[src/hw/rtl/trle_pkg.sv]
// ----------------------------------------------------------------------------
// Tile run-length encoder package
// Shared widths, defaults and the run and push records.
// ----------------------------------------------------------------------------
package trle_pkg;

  // Field widths of the ports.
  localparam int WORD_W = 32;
  localparam int LEN_W  = 16;
  localparam int CFG_W  = 21;

  // Defaults for the top-level parameters.
  localparam int MAX_TILES_DEF = 1048576;
  localparam int MAX_RUN_DEF   = 65535;

  // Layer size after reset.
  localparam int RESET_TILES = 1048576;

  // Depth of the result queue; it must hold two beats beyond what drains.
  localparam int FIFO_DEPTH = 4;
  localparam int FIFO_AW    = $clog2(FIFO_DEPTH);
  localparam int FIFO_CW    = $clog2(FIFO_DEPTH + 1);

  // One finished run.
  typedef struct packed {
    logic [LEN_W-1:0]  len;
    logic [WORD_W-1:0] word;
    logic              last;
  } run_t;

  // Runs produced by one tile, packed toward slot zero.
  typedef struct packed {
    logic v0;
    logic v1;
    run_t r0;
    run_t r1;
  } push_t;

endpackage

[src/hw/rtl/tile_run_length_encoder.sv]
// ----------------------------------------------------------------------------
// Tile run-length encoder
// Turns a stream of tile words into (length, word) runs, one layer at a time.
// ----------------------------------------------------------------------------
//  Channel | Direction | Handshake          | Payload
//  in_     | input     | in_valid/in_ready  | tile_word, end_of_layer
//  out_    | output    | out_valid/out_ready| run_length, run_word, last_run
//  cfg_    | input     | cfg_wr_en          | tiles_per_layer
//
// One tile beat is taken per cycle while the queue has room for two runs; a
// tile waits in the input register until then, and its runs go into the queue.
// A tile that closes two runs puts two beats into the four-entry queue, and
// the output drains one beat per cycle while ready, so such tiles can stall.
// Reset is synchronous; it drops any open run and clears the queue.
// A stall on the output holds tiles in the input register once the queue fills.
// ----------------------------------------------------------------------------
module tile_run_length_encoder #(
  parameter int MAX_TILES = trle_pkg::MAX_TILES_DEF,
  parameter int MAX_RUN   = trle_pkg::MAX_RUN_DEF
) (
  input  logic                        clk,
  input  logic                        rst_n,
  input  logic                        cfg_wr_en,
  input  logic [trle_pkg::CFG_W-1:0]  cfg_wr_data,
  input  logic                        in_valid,
  output logic                        in_ready,
  input  logic [trle_pkg::WORD_W-1:0] in_tile_word,
  input  logic                        in_end_of_layer,
  output logic                        out_valid,
  input  logic                        out_ready,
  output logic [trle_pkg::LEN_W-1:0]  out_run_length,
  output logic [trle_pkg::WORD_W-1:0] out_run_word,
  output logic                        out_last_run
);

  logic            push_ok;
  logic            push_en;
  trle_pkg::push_t push;

  // Run detection and layer counting.
  trle_core #(
    .MAX_TILES (MAX_TILES),
    .MAX_RUN   (MAX_RUN)
  ) u_core (
    .clk             (clk),
    .rst_n           (rst_n),
    .cfg_wr_en       (cfg_wr_en),
    .cfg_wr_data     (cfg_wr_data),
    .in_valid        (in_valid),
    .in_ready        (in_ready),
    .in_tile_word    (in_tile_word),
    .in_end_of_layer (in_end_of_layer),
    .push_ok         (push_ok),
    .push_en         (push_en),
    .push            (push)
  );

  // Result queue toward the output channel.
  trle_fifo u_fifo (
    .clk            (clk),
    .rst_n          (rst_n),
    .push_en        (push_en),
    .push           (push),
    .push_ok        (push_ok),
    .out_valid      (out_valid),
    .out_ready      (out_ready),
    .out_run_length (out_run_length),
    .out_run_word   (out_run_word),
    .out_last_run   (out_last_run)
  );

endmodule

[src/hw/rtl/trle_core.sv]
// ----------------------------------------------------------------------------
// Tile run-length encoder core
// Input register, open-run state and the compare/increment that closes runs.
// ----------------------------------------------------------------------------
module trle_core #(
  parameter int MAX_TILES = trle_pkg::MAX_TILES_DEF,
  parameter int MAX_RUN   = trle_pkg::MAX_RUN_DEF
) (
  input  logic                       clk,
  input  logic                       rst_n,
  input  logic                       cfg_wr_en,
  input  logic [trle_pkg::CFG_W-1:0] cfg_wr_data,
  input  logic                       in_valid,
  output logic                       in_ready,
  input  logic [trle_pkg::WORD_W-1:0] in_tile_word,
  input  logic                       in_end_of_layer,
  input  logic                       push_ok,
  output logic                       push_en,
  output trle_pkg::push_t            push
);

  localparam int CW    = $clog2(MAX_TILES + 1);
  localparam int RW    = $clog2(MAX_RUN + 1);
  localparam int CMP_W = (CW > trle_pkg::CFG_W) ? CW : trle_pkg::CFG_W;
  localparam int RST_T = (trle_pkg::RESET_TILES > MAX_TILES) ? MAX_TILES
                                                             : trle_pkg::RESET_TILES;
  localparam logic [CMP_W-1:0] MAX_T  = CMP_W'(MAX_TILES);
  localparam logic [RW-1:0]    RUN_MX = RW'(MAX_RUN);

  // Input stage.
  logic                        stg_vld_r;
  logic [trle_pkg::WORD_W-1:0] stg_word_r;
  logic                        stg_eol_r;
  logic                        go;

  // Layer size, open run and tile count.
  logic [CMP_W-1:0]            total_r, total_nxt;
  logic [RW-1:0]               cnt_r, cnt_nxt;
  logic [trle_pkg::WORD_W-1:0] word_r, word_nxt;
  logic [CW-1:0]               cons_r, cons_nxt;

  // Datapath terms.
  logic                        change;
  logic                        fresh;
  logic [RW-1:0]               new_cnt;
  logic [trle_pkg::WORD_W-1:0] new_word;
  logic [CW-1:0]               cons_inc;
  logic                        layer_end;
  logic                        full;
  logic                        emit2;
  logic [CMP_W-1:0]            cfg_ext;

  assign go       = stg_vld_r && push_ok;
  assign in_ready = !stg_vld_r || push_ok;
  assign push_en  = go;

  // Clamp the written layer size to the range one to MAX_TILES.
  always_comb begin
    cfg_ext = CMP_W'(cfg_wr_data);
    if (cfg_ext == '0) begin
      total_nxt = CMP_W'(1);
    end else if (cfg_ext > MAX_T) begin
      total_nxt = MAX_T;
    end else begin
      total_nxt = cfg_ext;
    end
  end

  // Extend or close the open run for the tile in the input stage.
  always_comb begin
    change    = (cnt_r != '0) && (stg_word_r != word_r);
    fresh     = (cnt_r == '0) || change;
    new_cnt   = (fresh ? '0 : cnt_r) + RW'(1);
    new_word  = fresh ? stg_word_r : word_r;
    cons_inc  = cons_r + CW'(1);
    layer_end = stg_eol_r || (CMP_W'(cons_inc) >= total_r);
    full      = (new_cnt >= RUN_MX);
    emit2     = layer_end || full;

    // The old run goes first; the run of the new word follows when it closes.
    push.r0.len  = change ? trle_pkg::LEN_W'(cnt_r) : trle_pkg::LEN_W'(new_cnt);
    push.r0.word = change ? word_r : new_word;
    push.r0.last = change ? 1'b0 : layer_end;
    push.r1.len  = trle_pkg::LEN_W'(new_cnt);
    push.r1.word = new_word;
    push.r1.last = layer_end;
    push.v0      = change || emit2;
    push.v1      = change && emit2;

    if (layer_end) begin
      cnt_nxt  = '0;
      word_nxt = '0;
      cons_nxt = '0;
    end else if (full) begin
      cnt_nxt  = '0;
      word_nxt = new_word;
      cons_nxt = cons_inc;
    end else begin
      cnt_nxt  = new_cnt;
      word_nxt = new_word;
      cons_nxt = cons_inc;
    end
  end

  // Control and state registers.
  always_ff @(posedge clk) begin
    if (!rst_n) begin
      stg_vld_r <= 1'b0;
      total_r   <= CMP_W'(RST_T);
      cnt_r     <= '0;
      word_r    <= '0;
      cons_r    <= '0;
    end else begin
      if (in_ready) begin
        stg_vld_r <= in_valid;
      end
      if (cfg_wr_en) begin
        total_r <= total_nxt;
      end
      if (go) begin
        cnt_r  <= cnt_nxt;
        word_r <= word_nxt;
        cons_r <= cons_nxt;
      end
    end
  end

  // Input payload register.
  always_ff @(posedge clk) begin
    if (in_ready && in_valid) begin
      stg_word_r <= in_tile_word;
      stg_eol_r  <= in_end_of_layer;
    end
  end

endmodule

[src/hw/rtl/trle_fifo.sv]
// ----------------------------------------------------------------------------
// Tile run-length encoder result queue
// Takes up to two runs a cycle with room; gives one beat a cycle while ready.
// ----------------------------------------------------------------------------
module trle_fifo (
  input  logic                        clk,
  input  logic                        rst_n,
  input  logic                        push_en,
  input  trle_pkg::push_t             push,
  output logic                        push_ok,
  output logic                        out_valid,
  input  logic                        out_ready,
  output logic [trle_pkg::LEN_W-1:0]  out_run_length,
  output logic [trle_pkg::WORD_W-1:0] out_run_word,
  output logic                        out_last_run
);

  trle_pkg::run_t                 mem [trle_pkg::FIFO_DEPTH];
  logic [trle_pkg::FIFO_AW-1:0]   wr_ptr_r, rd_ptr_r;
  logic [trle_pkg::FIFO_CW-1:0]   count_r, count_nxt;
  logic                           pop;
  logic                           wr0, wr1;
  logic [trle_pkg::FIFO_CW-1:0]   space;
  logic [trle_pkg::FIFO_AW-1:0]   wr_ptr1;
  trle_pkg::run_t                 head;

  assign pop   = out_valid && out_ready;
  assign wr0   = push_en && push.v0;
  assign wr1   = push_en && push.v1;
  assign space = trle_pkg::FIFO_CW'(trle_pkg::FIFO_DEPTH) - count_r
               + trle_pkg::FIFO_CW'(pop);

  // Room for the worst case of two runs, counting the beat leaving now.
  assign push_ok   = (space >= trle_pkg::FIFO_CW'(2));
  assign out_valid = (count_r != '0);
  assign wr_ptr1   = wr_ptr_r + trle_pkg::FIFO_AW'(1);

  assign head           = mem[rd_ptr_r];
  assign out_run_length = head.len;
  assign out_run_word   = head.word;
  assign out_last_run   = head.last;

  always_comb begin
    count_nxt = count_r + trle_pkg::FIFO_CW'(wr0) + trle_pkg::FIFO_CW'(wr1)
              - trle_pkg::FIFO_CW'(pop);
  end

  // Pointers and fill count.
  always_ff @(posedge clk) begin
    if (!rst_n) begin
      wr_ptr_r <= '0;
      rd_ptr_r <= '0;
      count_r  <= '0;
    end else begin
      count_r <= count_nxt;
      if (pop) begin
        rd_ptr_r <= rd_ptr_r + trle_pkg::FIFO_AW'(1);
      end
      if (wr1) begin
        wr_ptr_r <= wr_ptr_r + trle_pkg::FIFO_AW'(2);
      end else if (wr0) begin
        wr_ptr_r <= wr_ptr1;
      end
    end
  end

  // Storage writes.
  always_ff @(posedge clk) begin
    if (wr0) begin
      mem[wr_ptr_r] <= push.r0;
    end
    if (wr1) begin
      mem[wr_ptr1] <= push.r1;
    end
  end

endmodule

[config.mk]
export PLATFORM = sky130hd
export DESIGN_NAME = tile_run_length_encoder
export DESIGN_NICKNAME = d
export VERILOG_FILES = /design/src/hw/rtl/trle_pkg.sv /design/src/hw/rtl/tile_run_length_encoder.sv /design/src/hw/rtl/trle_core.sv /design/src/hw/rtl/trle_fifo.sv
export SDC_FILE = /design/constraint.sdc
export NUM_CORES = 1
export LEC_CHECK = 0
export ABC_AREA = 1
export BUFFER_PORTS_ARGS = -buffer_cell sky130_fd_sc_hd__buf_4
export CORE_MARGIN = 3
export CORE_UTILIZATION = 40
export DETAILED_ROUTE_END_ITERATION = 10
export PLACE_DENSITY = 0.63
export SLEW_MARGIN = 20
export SYNTH_ARGS = -nofsm -noshare
export SYNTH_HDL_FRONTEND = slang
export SYNTH_SLANG_ARGS = --single-unit
export TNS_END_PERCENT = 1
[constraint.sdc]
create_clock -name clk -period 7.23 [get_ports clk]
set_input_delay 1.0845 -clock clk [delete_from_list [all_inputs] [get_ports clk]]
set_output_delay 1.0845 -clock clk [all_outputs]
set_load 0.02 [all_outputs]
==> Word-level counts from Yosys, hierarchy flattened <==
Memory sizes are Yosys's and may differ from the RTL's. A register that Yosys moved wholly into a read port is not among the register bits.
Index checks and enable logic that the tools add are counted.
{ "op_classes": {"n_addsub": 10, "n_lt_le_gt_ge": 4, "eq_ne": 1, "mux": 19, "reduce_logical": 18} }
{ "ops": {"columns": ["cell", "count"], "rows": [
  ["two-way mux 32 bit", 3],
  ["two-way mux 16 bit", 4],
  ["two-way mux 21 bit", 3],
  ["inequality test 32 bit", 1],
  ["adder 21 x 1 -> 21 bit, second input constant", 1],
  ["greater-or-equal comparator 21 bit", 1],
  ["> comparator 21 bit, second input constant", 1],
  ["logical NOT 21 bit", 1],
  ["adder 16 x 1 -> 16 bit, second input constant", 1],
  ["greater-or-equal comparator 16 bit, second input constant", 1],
  ["logical NOT 16 bit", 1],
  ["nonzero test 16 bit", 1],
  ["adder 3 x 1 -> 3 bit", 3],
  ["two-way mux 2 bit", 4],
  ["logical AND 1 bit", 7],
  ["logical OR 1 bit", 5],
  ["two-way mux 1 bit", 5],
  ["adder 2 x 1 -> 2 bit, second input constant", 2],
  ["greater-or-equal comparator 3 x 2 -> 1 bit, second input constant", 1],
  ["nonzero test 3 bit", 1],
  ["subtractor 3 x 1 -> 3 bit", 1],
  ["subtractor 3 bit, first input constant", 1],
  ["adder 2 bit, second input constant", 1],
  ["nonzero test 2 bit", 1],
  ["logical NOT 1 bit", 1]
]} }
{ "word_totals": {"register_bits": 131, "ram_bits": 196, "inputBits": 59, "out_inout_bits": 51, "elab_cells": 63, "memories": 1} }
{ "memory_table": {"columns": ["memory", "words", "width", "read_ports", "rd_ports_with_merged_regs", "write_ports", "line", "rtl"], "rows": [
  ["u_fifo.mem", 4, 49, 1, 1, 2, "trle_fifo.sv:18", "trle_pkg::run_t mem [trle_pkg::FIFO_DEPTH];"]
]} }

==> Depth between registers and ports, before layout <==
{ "depth": {"word_depth": 12, "depth_mapped": 30, "ltp_nobuf": 29} }

==> Cells and area by module <==
A second synthesis with hierarchy kept.
{ "unflattened": {"hier_cells": 2179, "area_unflattened_um2": 17692.0} }
{ "by_module_without_submodules": {"columns": ["mod", "instances", "cells_per_inst", "area_each_um2", "seq_area_each_um2"], "rows": [
  ["trle_fifo", 1, 1037, 9959.6, 6065.8],
  ["trle_core", 1, 1142, 7732.4, 2812.7]
]} }

==> Worst setup path after synthesis <==
Ideal clock, no wire load.
{ "synth_path": {"path_kind": "register to register", "from": "register u_core.cons_r[0]", "to": "memory u_fifo.mem[0][0] (netlist name), enable pin", "setup_time_ns": 0.408, "arrival_time_ns": 5.013, "required_time_ns": 6.822, "path_slack_ns": 1.809, "stages_incl_launch_ff": 26, "n_path_buf": 2, "synth_period_minus_slack_ns": 5.421, "cell_sequence": "dfxtp_1 -> ha_1 -> nand3_1 -> nor3_1 -> nand3_1 -> nor4_1 -> nand3_1 -> nor2_1 -> nand3_1 -> nor3_1 -> xnor2_1 -> inv_1 -> ha_1 -> nand2_1 -> nor3_1 -> nor3b_1 -> nand3_1 -> nand3_1 -> a31oi_1 -> nand2_1 -> inv_1 -> a21boi_4 -> nand2_2 -> buf_6 -> buf_2 -> nand2_1"} }
{ "synth_rtl": {"columns": ["element", "line", "rtl"], "rows": [
  ["start: declaration", "trle_core.sv:40", "logic [CW-1:0] cons_r, cons_nxt;"],
  ["start signal: assignment", "trle_core.sv:123", "cons_r <= cons_nxt;"],
  ["end: declaration", "trle_fifo.sv:18", null]
]} }

==> Worst setup path after layout <==
{ "layout_path": {"from": "register u_core.cons_r[0]", "to": "register u_fifo.count_r[2] (netlist name)"} }
{ "layout_via": {"elab_chain_len": 9, "word_cells_on_any_way": 11, "cone_classes": "add/sub (4); order compare (1); reduce/logical (6)"} }
{ "layout_rtl": {"columns": ["element", "line", "rtl"], "rows": [
  ["adder 21 x 1 -> 21 bit *", "trle_core.sv:75", "cons_inc = cons_r + CW'(1);"],
  ["greater-or-equal comparator 21 bit *", "trle_core.sv:76", "layer_end = stg_eol_r || (CMP_W'(cons_inc) >= total_r);"],
  ["logical OR 1 bit *", "trle_core.sv:76", null],
  ["logical OR 1 bit *", "trle_core.sv:78", "emit2 = layer_end || full;"],
  ["logical OR 1 bit", "trle_core.sv:87", "push.v0 = change || emit2;"],
  ["logical AND 1 bit", "trle_fifo.sv:28", "assign wr0 = push_en && push.v0;"],
  ["adder 3 x 1 -> 3 bit", "trle_fifo.sv:44", "count_nxt = count_r + trle_pkg::FIFO_CW'(wr0) + trle_pkg::FIFO_CW'(wr1)"],
  ["adder 3 x 1 -> 3 bit *", "trle_fifo.sv:44", null],
  ["subtractor 3 x 1 -> 3 bit *", "trle_fifo.sv:45", "- trle_pkg::FIFO_CW'(pop);"],
  ["end signal: assignment", "trle_fifo.sv:55", "count_r <= count_nxt;"],
  ["end: declaration", "trle_fifo.sv:20", "logic [trle_pkg::FIFO_CW-1:0] count_r, count_nxt;"]
]} }
Mark *: on every way between the ends. The rest lies on a longest branch, timed or not.
A chain may end at the register's enable or synchronous reset.

==> out/qor.yml <==
run_status:
  status: "complete, no violations"
yosys:
  netlist_instances: 2124
  ys_ff_latch: 329
  ys_seq_area_share_pct: 51.6
  synth_enable_flop_cells: 229
  synthesis.area_um2: 17200
  async_flop_share_pct: 0
  synthDistinctLibCells: 43
  synth_area_per_cell_um2: 8.11
  syn-num-nets: 2215
  dominantRegCellSynth: "edfxtp_1"
  yosysWarnings: 0
placement:
  gp_congestion: 0.929
  hpwl_mm: 28.8
  postPlaceCellArea_um2: 18300
  portBuffers: 109
die:
  design.core.area_um2: 42200
  dieArea_um2: 45600
  fp-row-count: 75
  die_y_um: 214
  io_pins: 110
  initial_core_util_pct: 40.8
  die_w_um: 214
drt:
  drtPass1Iterations: 5
  wl_per_cell_um: 16.7
  viasPerCell: 5.22
  drc: 0
  num_vias: 14403
  final_antenna_net_count: 0
  wl_mm: 46.1
  drt_iter0_drc: 1115
run:
  cap_viol_max_count: 0
cts:
  cts_setup_buffers: 0
  cts_resized: 0
  htreeDepth: 2
  cts_root_buf: "clkbuf_16"
  clk_latency_ns: 0.56
  cts.sinks: 329
  numCtsBuffers: 39
  cts_tree: "yes"
  hold_buffers: 0
  clk_pin_slew_ns: 0.06
  clk_path_buf_depth: 3
finish:
  fin_util_pct: 46.2
  multi_input_comb_area_um2: 6890
  final_area_um2: 19500
  area_growth_pct: 13.4
  n_antenna_cell: 0
  fillers: 4072
  drive_gt1_share_pct: 10.5
  fin_nets: 2280
  ff_latch_area_um2: 8880
sta:
  maxSlewViolCount: 0
  finalHoldViolations: 0
  rsz0062_at_grt: "no"
  max_freq_mhz: 168
  min_period_ns: 5.95
  tightest_slew_ns: 1.02
  setup_tns_ns: 0
  fin_skew_ns: 0.0296
  setup_viol: 0
  fin_crit_sh_pct: 82.3
  relSlewSlack_pct: 31.7
global_route:
  grt_pass1_vias: 13855
  gr-total-overflow: 0
  grt_usage_pct: 20.4
  grt_max_degree: 84
  antenna_found_initial: 1
  grt_pass1_wl_mm: 73.3
pwr:
  peakVddDrop_mv: 0.162
  power.total_mw: 5.54
  power_density_nw_per_um2: 284
  p_leak_nw: 7.92
critical_path:
  reg2reg_from: "u_core.cons_r[0]"
  critPathSlowestCell: "dfxtp_1"
  reg2reg_slack_ns: 1.28
  rr_endpoint: "u_fifo.count_r[2]"
  reg2reg_depth: 28
  cp-end-kind: "register"
  crit_path_frequent_cell: "nand3_1"
  critPathRequiredTime_ns: 7.70
  cp.arrival_ns: 6.43
  worst-setup-path-type: "reg -> reg"
  worstPathMaxFanout: 8
  start_kind: "register"
  max_stage_delay_ns: 0.40
hold_path:
  hold_path_depth: 2
  hp-start: "u_fifo.rd_ptr_r[1]"
  hold_class: "reg -> reg"
flip-flops by register name (all words and copies together), names as in the netlist, 2 cells and up, named ones only:
| name | flops |
|---|---|
| u_core.cnt_r | 16 |
| u_fifo.rd_ptr_r | 2 |
| u_core.word_r | 32 |
| u_core.cons_r | 21 |
| u_fifo.count_r | 3 |
| u_fifo.mem | 196 |
| u_fifo.wr_ptr_r | 2 |
| u_core.stg_word_r | 32 |
| u_core.total_r | 21 |
critical path: cells and delay by family (launching register included):
family,cells,cell delay (ns)
adder cells (fa/ha/maj),5,1.44
buffers and inverters,3,0.40
AO/OA/AOI/OAI,4,0.73
XOR/XNOR,1,0.15
AND/OR/NAND/NOR,15,2.76
flip-flops,1,0.40
cells by family (layout without fill, tap and decap cells):
family / Yosys count / count (layout) / share of synthesized area [%]
xor+xnor: 30 / 30 / 1.57
compound gates: 454 / 454 / 13.8
buf+inv: 342 / 436 / 8.62
fa+ha+maj: 32 / 32 / 2.41
simple gates: 937 / 937 / 22.0
flops: 329 / 329 / 51.6
report_power, final:
| part | switching (mW) | total [mW] | internal (mW) |
|---|---|---|---|
| clock | 0.785 | 1.84 | 1.06 |
| combinational | 0.955 | 1.41 | 0.451 |
| sequential | 0.0880 | 2.29 | 2.20 |
| total | 1.83 | 5.54 | 3.71 |
metal layers:
metal  global-route usage [%]  part of all wire, %
met2                     34.5                   47
met1                     27.0                   45
met3                     3.03                  6.3
met5                        0                    0
met4                     7.20                  2.4
cell type report:
cell class	count	share of cell area, %
repair buffers	131	5.17
flip-flops and latches	329	45.5
multi-input cells	1453	35.3
clock inverters	20	0.750
clock buffers	50	5.33
well taps	539	3.45
inverters	235	4.52
stage by stage:
step	setup WS, ns	cells	hold slack [ns]
6_report	1.28	2757	0.463
5_1_grt	0.546	2757	0.482
4_1_cts	1.28	2757	0.465
3_5_place_dp	1.33	2687	0.454
3_3_place_gp	1.46	2687	0.448
2_1_floorplan	1.81	2124	0.436
layout by cell type, fill, tap and decap left out, types with 4 or more instances in the layout:
master,count
nand2_1,612
edfxtp_1,229
inv_1,216
o21ai_0,216
nor2_1,186
buf_4,129
a21oi_1,102
dfxtp_1,99
o21ai_1,75
nand3_1,54
o22ai_1,49
clkbuf_16,39
nand4_1,36
ha_1,30
xor2_1,23
inv_2,19
nor3_1,11
nand2_2,11
nor4_1,11
clkbuf_1,8
clkinv_1,8
xnor2_1,6
clkinv_2,5
nor2_4,4
nor2_2,4
synthesized netlist by cell type (2+ instances only):
master      n  share of area [%]
ha_1       30                2.2
buf_6      26                1.7
o21ai_0   216                6.3
nand2_1   618                 13
inv_2      17               0.37
nor2_2      4               0.15
a211oi_1    2              0.087
nor2_1    187                4.1
nand2_2     5               0.18
o22ai_1    49                1.8
fa_1        2               0.23
nor2_4      3               0.20
nor3_1     11               0.32
or2_2       2              0.073
edfxtp_1  229                 40
xor2_1     23                1.2
buf_2       4               0.12
nor4_1     11               0.40
dfxtp_1   100                 12
o211ai_1    2              0.087
a21oi_1   102                3.0
xnor2_1     6               0.31
o21ai_1    75                2.2
nand4_1    36                1.3
nand3_1    54                1.6
clkbuf_1   77                1.7
inv_1     217                4.7
worst max path at each step:
stage | start | endpoint | slack [ns] | depth (start not counted)
2_1_floorplan | u_core.cons_r[0] | u_fifo.mem[0][0] | 1.81 | 25
5_1_grt | u_core.cons_r[0] | u_fifo.count_r[2] | 0.55 | 28
3_3_place_gp | u_core.cons_r[0] | u_fifo.count_r[2] | 1.46 | 28
4_1_cts | u_core.cons_r[0] | u_fifo.count_r[2] | 1.28 | 28
6_report | u_core.cons_r[0] | u_fifo.count_r[2] | 1.28 | 28
3_5_place_dp | u_core.cons_r[0] | u_fifo.count_r[2] | 1.33 | 28
(Power assumes the default switching activity.)
